<file path="config.mk">
export PLATFORM = sky130hd
export DESIGN_NAME = orpb_ctrl
export DESIGN_NICKNAME = d
export VERILOG_FILES = /design/src/hw/rtl/orpb_pkg.sv /design/src/hw/rtl/orpb_ctrl.sv
export SDC_FILE = /design/constraint.sdc
export NUM_CORES = 1
export LEC_CHECK = 0
export BUFFER_PORTS_ARGS = -buffer_cell sky130_fd_sc_hd__buf_2
export CAP_MARGIN = 5
export CORE_AREA = 2 2 39 41
export DETAILED_ROUTE_END_ITERATION = 10
export DIE_AREA = 0 0 41 43
export GPL_ROUTABILITY_DRIVEN = 0
export PLACE_DENSITY = 0.39
export SYNTH_ARGS = -nofsm -noshare
export SYNTH_HDL_FRONTEND = slang
export SYNTH_SLANG_ARGS = --single-unit
</file>
<file path="constraint.sdc">
create_clock -name clk -period 3.3 [get_ports clk]
set_input_delay 0.99 -clock clk [delete_from_list [all_inputs] [get_ports clk]]
set_output_delay 0.99 -clock clk [all_outputs]
set_load 0.05 [all_outputs]
</file>
<file path="src/hw/rtl/orpb_pkg.sv">
// ----------------------------------------------------------------------------
// orpb_pkg
// shared types and constants of the overwrite ring packet buffer
// ----------------------------------------------------------------------------
`default_nettype none

package orpb_pkg;

  // default sizes
  localparam int SLOTS_DEF         = 16;
  localparam int MAX_MSG_BYTES_DEF = 64;

  // configuration register
  localparam int           CFG_W     = 5;
  localparam logic [CFG_W-1:0] CFG_RESET = 5'd16;

  // result length field width
  localparam int LEN_W = 7;

  // command codes
  localparam logic CMD_PUT = 1'b0;
  localparam logic CMD_GET = 1'b1;

  // one input item
  typedef struct packed {
    logic       command;
    logic [7:0] data_byte;
    logic       last_byte;
  } item_t;

  // one result item
  typedef struct packed {
    logic [7:0]       out_byte;
    logic [LEN_W-1:0] msg_length;
    logic             end_of_message;
    logic             was_empty;
  } result_t;

  // controller to datapath commands
  typedef struct packed {
    logic do_put;
    logic emit_empty;
    logic load_len;
    logic rd_byte;
    logic pop;
  } dp_cmd_t;

  // datapath to controller status
  typedef struct packed {
    logic ring_empty;
    logic last_k;
  } dp_status_t;

endpackage

`default_nettype wire

</file>
<file path="src/hw/rtl/orpb_ctrl.sv">
// ----------------------------------------------------------------------------
// orpb_ctrl
// sequencer: takes commands, runs the length fetch and byte stream of a get
// ----------------------------------------------------------------------------
`default_nettype none

module orpb_ctrl (
  input  wire                  clk,
  input  wire                  rst,
  input  wire                  start,
  input  wire                  command,
  output logic                 busy,
  input  orpb_pkg::dp_status_t status,
  output orpb_pkg::dp_cmd_t    cmd
);
  import orpb_pkg::*;

  typedef enum logic [2:0] {
    ST_IDLE   = 3'b001,
    ST_LEN    = 3'b010,
    ST_STREAM = 3'b100
  } state_t;

  state_t state;
  state_t state_next;
  logic   accept;

  assign busy   = (state != ST_IDLE);
  assign accept = start && !busy;

  // next state and datapath commands
  always_comb begin
    state_next = state;
    cmd        = '0;
    case (state)
      ST_IDLE: begin
        if (accept) begin
          if (command == CMD_PUT) begin
            cmd.do_put = 1'b1;
          end else if (status.ring_empty) begin
            cmd.emit_empty = 1'b1;
          end else begin
            state_next = ST_LEN;
          end
        end
      end
      ST_LEN: begin
        cmd.load_len = 1'b1;
        state_next   = ST_STREAM;
      end
      ST_STREAM: begin
        cmd.rd_byte = 1'b1;
        if (status.last_k) begin
          cmd.pop    = 1'b1;
          state_next = ST_IDLE;
        end
      end
      default: begin
        state_next = ST_IDLE;
      end
    endcase
  end

  // state register
  always_ff @(posedge clk) begin
    if (rst) begin
      state <= ST_IDLE;
    end else begin
      state <= state_next;
    end
  end

endmodule

`default_nettype wire

</file>
==> results of run 1 <==
==> layer usage <==
metal	wire (um)	track usage
met5	0	0
met2	149	0.08125
met1	182	0.08360
met3	73	0.07853
met4	0	0.02000
==> placed cells by master, fill, tap and decap left out <==
| cell type | netlist | layout |
|---|---|---|
| nor3_1 | 2 | 2 |
| nor4_2 | 1 | 1 |
| nor3b_2 | 1 | 1 |
| clkbuf_1 | 0 | 1 |
| nor2_1 | 3 | 3 |
| inv_1 | 1 | 1 |
| o31ai_1 | 1 | 1 |
| buf_2 | 0 | 11 |
| nand2b_1 | 2 | 2 |
| clkbuf_4 | 0 | 3 |
| nand2_1 | 1 | 1 |
| o21a_1 | 1 | 1 |
| and2_1 | 1 | 1 |
| nor3_2 | 1 | 1 |
| or3b_1 | 1 | 1 |
| dfxtp_1 | 3 | 3 |
| nand3_1 | 1 | 1 |
==> how the worst max path moves through the flow <==
stage | endpoint | slack [ns] | cells after the start
after floorplan | cmd[3] | 0.61 | 2
after global placement | cmd[3] | 0.77 | 4
after detailed placement | cmd[4] | 0.77 | 3
after CTS | cmd[4] | 0.75 | 3
after global routing | cmd[4] | 0.69 | 3
final | cmd[4] | 0.77 | 3
==> kinds of logic after synthesis <==
group,share of synthesized area
flops,0.3288
simple gates,0.5068
buf+inv,0.08217
compound gates,0.08222
==> area by class of cell <==
cell class,count,area [sq um],area share
clock buffers,4,26.28,0.09633
inverters,1,3.754,0.01376
multi-input cells,16,107.6,0.3945
flip-flops and latches,3,60.06,0.2202
well taps,16,20.02,0.07339
repair buffers,11,55.05,0.2018
==> worst max-delay path, delay by kind of cell, from the launching register on <==
family                 cells  cell delay, ns
AND/OR/NAND/NOR            2            0.66
flip-flops                 1            0.37
buffers and inverters      1            0.28
==> per-stage QoR <==
step	hold slack, ns	std cells	total power, mW	util	setup slack, ns
after floorplan	0.4570	21	0.05171	-	0.6089
after global placement	0.4964	47	0.05751	0.1781	0.7747
after detailed placement	0.4851	47	0.05744	0.1781	0.7704
after CTS	0.4924	51	0.1264	0.1971	0.7451
after global routing	0.5432	51	0.1312	0.1971	0.6919
final	0.4866	51	0.1230	0.1971	0.7673
==> where the power goes <==
group | internal (mW) | leakage [nW] | switching [mW]
clock network | 0.0454 | 0.0150 | 0.0208
logic | 0.00605 | 0.0918 | 0.0129
registers | 0.0372 | 0.0244 | 0.000581
total | 0.0886 | 0.131 | 0.0344
==> impl_metrics.py, run 1 <==
metrics = {
    "power": {
        "vdd_drop_max_mv": 0.1151,
        "power_leakage_nw": 0.1311,
        "power_density_nw_per_um2": 451.0,
    },
    "timing": {
        "slew_violations": 0,
        "rsz0062_at_grt": "no",
        "fin_crit_sh": 0.7675,
        "min_period_ns": 2.533,
        "finalHoldViolCount": 0,
        "skew_ns": 0.005251,
        "slew_headroom": 0.8350,
        "finalSetupTns_ns": 0,
        "setup_viol": 0,
        "max_freq_mhz": 394.8,
        "tightest_slew_ns": 0.2492,
    },
    "cts": {
        "cts_max_level": 1,
        "clockBufferDepth": 2,
        "cts_resized": 0,
        "cts_tree": "done",
        "hold_buffers": 0,
        "cts_root_buf": "clkbuf_4",
        "clock_latency_ns": 0.24,
        "numCtsBuffers": 3,
        "postCtsSetupBuffers": 0,
        "path_clk_slew_ns": 0.04,
        "clock_sinks": 3,
    },
    "setup_path": {
        "crit_path_end_kind": "output port",
        "crit_slowest_cell": "or3b_1",
        "cp_max_fo": 5,
        "r2r-start": "state[0]",
        "critPathKind": "flip-flop to output port",
        "crit_path_start_kind": "flip-flop",
        "cp.required_ns": 2.31,
        "worst-r2r-cell-count": 3,
        "path_cells": "or3b_1 > nor3b_2 > buf_2",
        "worst-r2r-setup-slack_ns": 2.07,
        "crit_start": "state[0]",
        "r2r_end": "state[0]",
        "arrival_ns": 1.54,
        "critPathMaxStageDelay_ns": 0.48,
    },
    "grt": {
        "grt_max_degree": 6,
        "grt_antenna_before_repair": 0,
        "grt_usage": 0.07028,
        "grt-ovfl-total": 0,
        "grt_pass1_vias": 209,
        "grt_first_pass_wirelength_um": 765,
    },
    "placement": {
        "dp_hpwl_um": 309.9,
        "placedInstanceArea_sq_um": 246.5,
        "portBuffers": 11,
    },
    "die": {
        "io_pins": 12,
        "num_rows": 14,
        "core_sq_um": 1384,
        "die_area_sq_um": 1763,
        "die_x_um": 41,
        "initial_core_util": 0.1320,
        "die_h_um": 43,
    },
    "logic_synthesis": {
        "synthDistinctLibCells": 15,
        "synth_edf_count": 0,
        "ys_top_cells_by_area": "dfxtp_1 (33%), nand2b_1 (6.8%), nor3b_2 (6.8%)",
        "ys_seq_area_frac": 0.3288,
        "ys_warn_count": 0,
        "synth-main-ff-cell": "dfxtp_1",
        "syn_nets": 27,
        "synth_cells": 21,
        "async_flop_share": 0,
        "ys_top_cells_by_count": "dfxtp_1 (3), nor2_1 (3), nand2b_1 (2), nor3_1 (2)",
        "syn_area_sq_um": 182.7,
        "synth_top_area_cell": "dfxtp_1",
        "avgSynthCellArea_sq_um": 8.699,
        "ys_seq_elements": 3,
        "synth_top_area_share": 0.3288,
    },
    "cells_and_area": {
        "syn2layout_area_growth_pct": 49.32,
        "fin_area_sq_um": 272.8,
        "largest_register_ff_count": 3,
        "n_fill_cell": 157,
        "largest_registers": "state (3)",
        "drive_gt1_frac": 0.4857,
        "nNetsFinal": 42,
        "diodes": 0,
        "top_register": "state",
    },
    "worst_hold_path": {
        "min_delay_worst_endpoint": "state[2]",
        "min_from": "state[0]",
        "holdPathStages": 1,
        "hold_class": "flip-flop to flip-flop",
    },
    "drt": {
        "finalWirelength_um": 404,
        "viasPerCell": 3.902,
        "drt_iter0_drc": 5,
        "wire_per_inst_um": 7.922,
        "drc": 0,
        "postRouteAntennaNets": 0,
        "vias": 199,
        "drtPass1Iterations": 4,
    },
    "status": {
        "status": "completed",
    },
    "flow_run": {
        "cap_violations": 0,
    },
}
No activity file was read; power rests on OpenSTA's default activity.
==> run 2, diff against run 1 <==
==> constraint.sdc (replaced) <==
create_clock -name clk -period 2.5 [get_ports clk]
set_input_delay 0.75 -clock clk [delete_from_list [all_inputs] [get_ports clk]]
set_output_delay 0.75 -clock clk [all_outputs]
set_load 0.05 [all_outputs]
==> run 2 against run 1 <==
  * Clock power increased by 25%
  * Sequential cell count unchanged
  * Cell count stayed put
  * Sequential power is 32% higher
  * First-iteration DRC count down 40%
  * Wire length shrank 5.4%
  * Hold slack improved by 0.0039 ns
  * Clock skew decreased by 0.0036 ns
  * Core utilization did not move
  * Highest routed layer unchanged
==> impl_metrics.py, run 2 (synthesized netlist as in run 1, its figures left out) <==
metrics = {
    "power": {
        "power_leakage_nw": 0.1311,
        "p_sw_uw": 40.90,
        "total_power_uw": 157.7,
        "seq_power_share": 0.316,
        "switching_share": 0.2594,
        "p_clk_frac": 0.525,
        "power_density_nw_per_um2": 578.1,
        "power_frac_comb": 0.159,
        "vdd_drop_max_mv": 0.1879,
        "p_int_uw": 116.8,
    },
    "cells_and_area": {
        "mostFrequentLayoutCell": "buf_2",
        "fin_util": 0.1971,
        "largest_register_ff_count": 3,
        "syn2layout_area_growth_pct": 49.32,
        "seq_area_sq_um": 60.06,
        "diodes": 0,
        "nNetsFinal": 42,
        "drive_gt1_frac": 0.4857,
        "mostFrequentLayoutCells": "buf_2 (11), nor2_1 (3), clkbuf_4 (3), dfxtp_1 (3)",
        "multi_input_area_sq_um": 107.6,
        "top_register": "state",
        "largest_registers": "state (3)",
        "n_fill_cell": 155,
    },
    "cts": {
        "clock_sinks": 3,
        "cts_resized": 0,
        "postCtsSetupBuffers": 0,
        "clockBufferDepth": 2,
        "clock_latency_ns": 0.23,
        "numCtsBuffers": 3,
        "hold_buffers": 0,
        "path_clk_slew_ns": 0.04,
        "cts_tree": "done",
        "cts_max_level": 1,
        "cts_root_buf": "clkbuf_4",
    },
    "timing": {
        "timing.hold.ws_ns": 0.4904,
        "setup_viol": 0,
        "finalSetupTns_ns": 0,
        "finalHoldViolCount": 0,
        "rsz0062_at_grt": "no",
        "tightest_slew_ns": 0.2514,
        "slew_violations": 0,
        "fin_crit_sh": 0.9147,
        "skew_ns": 0.001656,
        "min_period_ns": 2.287,
        "slew_headroom": 0.8335,
        "max_freq_mhz": 437.3,
        "worst_slack_ns": 0.2132,
    },
    "die": {
        "die_area_sq_um": 1763,
        "die_h_um": 43,
        "num_rows": 14,
        "die_x_um": 41,
        "io_pins": 12,
        "initial_core_util": 0.1320,
        "core_sq_um": 1384,
    },
    "drt": {
        "postRouteAntennaNets": 0,
        "wire_per_inst_um": 7.490,
        "drt_iter0_drc": 3,
        "drtPass1Iterations": 3,
        "viasPerCell": 3.647,
        "vias": 186,
        "drc": 0,
        "finalWirelength_um": 382,
    },
    "setup_path": {
        "r2r-start": "state[0]",
        "arrival_ns": 1.54,
        "worst-r2r-cell-count": 3,
        "worst-r2r-setup-slack_ns": 1.25,
        "cp.required_ns": 1.75,
        "r2r_end": "state[0]",
        "critPathCapture": "cmd[4]",
        "crit_path_start_kind": "flip-flop",
        "crit_start": "state[0]",
        "critPathKind": "flip-flop to output port",
        "crit_path_end_kind": "output port",
        "cp_max_fo": 5,
    },
    "placement": {
        "portBuffers": 11,
        "dp_hpwl_um": 309.2,
        "dp_slack_ns": 0.4449,
    },
    "grt": {
        "grt-ovfl-total": 0,
        "grt_usage": 0.06319,
        "grt_first_pass_wirelength_um": 703,
        "grt_antenna_before_repair": 0,
        "grt_pass1_vias": 195,
        "grt_max_degree": 6,
    },
    "worst_hold_path": {
        "hold_class": "flip-flop to flip-flop",
    },
    "status": {
        "status": "completed",
    },
    "flow_run": {
        "cap_violations": 0,
    },
}
run 2: cell counts in the layout (fill, tap and decap cells not counted):
Identical to the previous run, type by type.
run 2: cell type report:
type | instances | share of cell area
clock buffer | 4 | 0.09633
inverter | 1 | 0.01376
multi-input combinational | 16 | 0.3945
sequential | 3 | 0.2202
tap | 16 | 0.07339
timing repair buffer | 11 | 0.2018
run 2: power groups by stage:
stage / clock network (mW) / logic, mW / registers [mW]
after global placement: 0 / 0.0254 / 0.0506
after detailed placement: 0 / 0.0251 / 0.0506
final: 0.0828 / 0.0250 / 0.0499
after floorplan: 0 / 0.0178 / 0.0504
after global routing: 0.0930 / 0.0269 / 0.0500
after CTS: 0.0878 / 0.0253 / 0.0498
run 2: how the worst min path moves through the flow:
stage	cells after the start	from	end
2_1_floorplan	1	state[0]	state[2]
3_3_place_gp	1	state[0]	state[2]
3_5_place_dp	1	state[0]	state[2]
4_1_cts	1	state[0]	state[2]
5_1_grt	1	state[0]	state[2]
6_report	1	state[0]	state[2]
run 2: routing by layer:
metal / vias up / part of all wire / global-route usage / routed length, um
met1: 73 / 0.48 / 0.07372 / 182
met2: 14 / 0.32 / 0.07500 / 123
met5: - / 0 / 0 / 0
met3: 0 / 0.20 / 0.05236 / 76
li1: 99 / - / - / -
met4: 0 / 0 / 0.04000 / 0
run 2: through the flow:
| stage | cell area [sq um] | instances |
|---|---|---|
| 4_1_cts | 272.8 | 51 |
| 6_report | 272.8 | 51 |
| 5_1_grt | 272.8 | 51 |
| 2_1_floorplan | 182.7 | 21 |
| 3_3_place_gp | 246.5 | 47 |
| 3_5_place_dp | 246.5 | 47 |
run 2: worst max-delay path: stages, from the launching register on:
cell and delay (ns):
dfxtp_1 0.37, or3b_1 0.48, nor3b_2 0.18, buf_2 0.28
==> run 3, diff against run 2 <==
--- a/config.mk
+++ b/config.mk
@@ -7,11 +7,13 @@
 export LEC_CHECK = 0
 export BUFFER_PORTS_ARGS = -buffer_cell sky130_fd_sc_hd__buf_2
 export CAP_MARGIN = 5
+export CELL_PAD_IN_SITES_DETAIL_PLACEMENT = 1
+export CELL_PAD_IN_SITES_GLOBAL_PLACEMENT = 1
 export CORE_AREA = 2 2 39 41
 export DETAILED_ROUTE_END_ITERATION = 10
 export DIE_AREA = 0 0 41 43
 export GPL_ROUTABILITY_DRIVEN = 0
-export PLACE_DENSITY = 0.39
+export PLACE_DENSITY = 0.49
 export SYNTH_ARGS = -nofsm -noshare
 export SYNTH_HDL_FRONTEND = slang
 export SYNTH_SLANG_ARGS = --single-unit
==> run 3 against run 2 <==
  * Combinational power increased by 2%
  * Critical path type unchanged
  * Critical path depth unchanged
  * Die area unchanged
  * Highest routed layer unchanged
==> impl_metrics.py, run 3 (synthesized netlist as in run 1, its figures left out) <==
metrics = {
    "power": {
        "power_density_nw_per_um2": 584.5,
        "power_frac_comb": 0.160,
        "p_clk_frac": 0.527,
        "power_leakage_nw": 0.1311,
        "switching_share": 0.2671,
        "seq_power_share": 0.313,
        "vdd_drop_max_mv": 0.1334,
        "total_power_uw": 159.4,
        "p_sw_uw": 42.59,
        "p_int_uw": 116.8,
    },
    "cells_and_area": {
        "largest_register_ff_count": 3,
        "syn2layout_area_growth_pct": 49.32,
        "seq_area_sq_um": 60.06,
        "top_register": "state",
        "fin_util": 0.1971,
        "mostFrequentLayoutCell": "buf_2",
        "stdcell_count": 51,
        "largest_registers": "state (3)",
        "multi_input_area_sq_um": 107.6,
        "n_fill_cell": 175,
        "fin_area_sq_um": 272.8,
        "drive_gt1_frac": 0.4857,
        "diodes": 0,
        "nNetsFinal": 42,
        "mostFrequentLayoutCells": "buf_2 (11), nor2_1 (3), clkbuf_4 (3), dfxtp_1 (3)",
    },
    "timing": {
        "rsz0062_at_grt": "no",
        "worst_slack_ns": 0.1921,
        "slew_headroom": 0.8328,
        "slew_violations": 0,
        "tightest_slew_ns": 0.2525,
        "fin_crit_sh": 0.9232,
        "finalHoldViolCount": 0,
        "min_period_ns": 2.308,
        "max_freq_mhz": 433.3,
        "skew_ns": 0.002998,
        "setup_viol": 0,
        "timing.hold.ws_ns": 0.5092,
        "finalSetupTns_ns": 0,
    },
    "setup_path": {
        "crit_path_start_kind": "flip-flop",
        "crit_slowest_cell": "or3b_1",
        "path_cells": "or3b_1 > nor3b_2 > buf_2",
        "cp.required_ns": 1.75,
        "critPathMaxStageDelay_ns": 0.48,
        "crit_path_end_kind": "output port",
        "critPathTopFamily": "simple AND/OR/NAND/NOR gates",
        "critPathKind": "flip-flop to output port",
        "arrival_ns": 1.56,
        "worst-path-buf-inv": 1,
        "cp_max_fo": 5,
    },
    "die": {
        "num_rows": 14,
        "die_x_um": 41,
        "die_h_um": 43,
        "initial_core_util": 0.1320,
        "die_area_sq_um": 1763,
        "core_sq_um": 1384,
        "io_pins": 12,
    },
    "drt": {
        "wire_per_inst_um": 9.294,
        "drt_iter0_drc": 1,
        "vias": 203,
        "drc": 0,
        "viasPerCell": 3.980,
        "drtPass1Iterations": 2,
        "finalWirelength_um": 474,
        "postRouteAntennaNets": 0,
    },
    "cts": {
        "postCtsSetupBuffers": 0,
        "numCtsBuffers": 3,
        "cts_resized": 0,
        "cts_tree": "done",
        "hold_buffers": 0,
        "cts_root_buf": "clkbuf_4",
        "path_clk_slew_ns": 0.04,
        "clock_latency_ns": 0.23,
        "clock_sinks": 3,
        "cts_max_level": 1,
        "clockBufferDepth": 2,
    },
    "grt": {
        "grt_usage": 0.07623,
        "grt_antenna_before_repair": 0,
        "grt_first_pass_wirelength_um": 821,
        "grt-ovfl-total": 0,
        "grt_pass1_vias": 210,
        "grt_max_degree": 6,
    },
    "placement": {
        "placedInstanceArea_sq_um": 246.5,
        "dp_hpwl_um": 387.9,
        "place_inst": 47,
        "portBuffers": 11,
        "dp_slack_ns": 0.4414,
    },
    "flow_run": {
        "cap_violations": 0,
    },
    "worst_hold_path": {
        "hold_class": "flip-flop to flip-flop",
    },
    "status": {
        "status": "completed",
    },
}
[run 3: cell counts in the layout (fill, tap and decap cells not counted)]
No cell type changed its count.
[run 3: power groups by stage]
stage	Clock, mW	Sequential [mW]	Combinational [mW]
after global placement	0	0.0505	0.0251
after CTS	0.0894	0.0499	0.0258
after global routing	0.0955	0.0500	0.0274
after floorplan	0	0.0504	0.0178
final	0.0840	0.0499	0.0255
after detailed placement	0	0.0506	0.0257
[run 3: layer usage]
metal	vias to the layer above	track usage	routed length, um
met5	-	0	0
met4	0	0.08000	0
met3	0	0.04712	70
met2	14	0.09063	211
met1	88	0.08333	192
li1	101	-	-
[run 3: worst paths after layout]
path,startpoint,end,slack (ns),cells past startpoint
setup / recovery,state[0],cmd[4],0.19,3
hold / removal,state[0],state[2],0.51,1
setup reg to reg,state[0],state[0],1.24,3
hold reg to reg,state[0],state[2],0.51,1
[run 3: final cells by class]
cell class                 instances  area share
tap                               16     0.07339
inverter                           1     0.01376
clock buffer                       4     0.09633
multi-input combinational         16      0.3945
timing repair buffer              11      0.2018
sequential                         3      0.2202
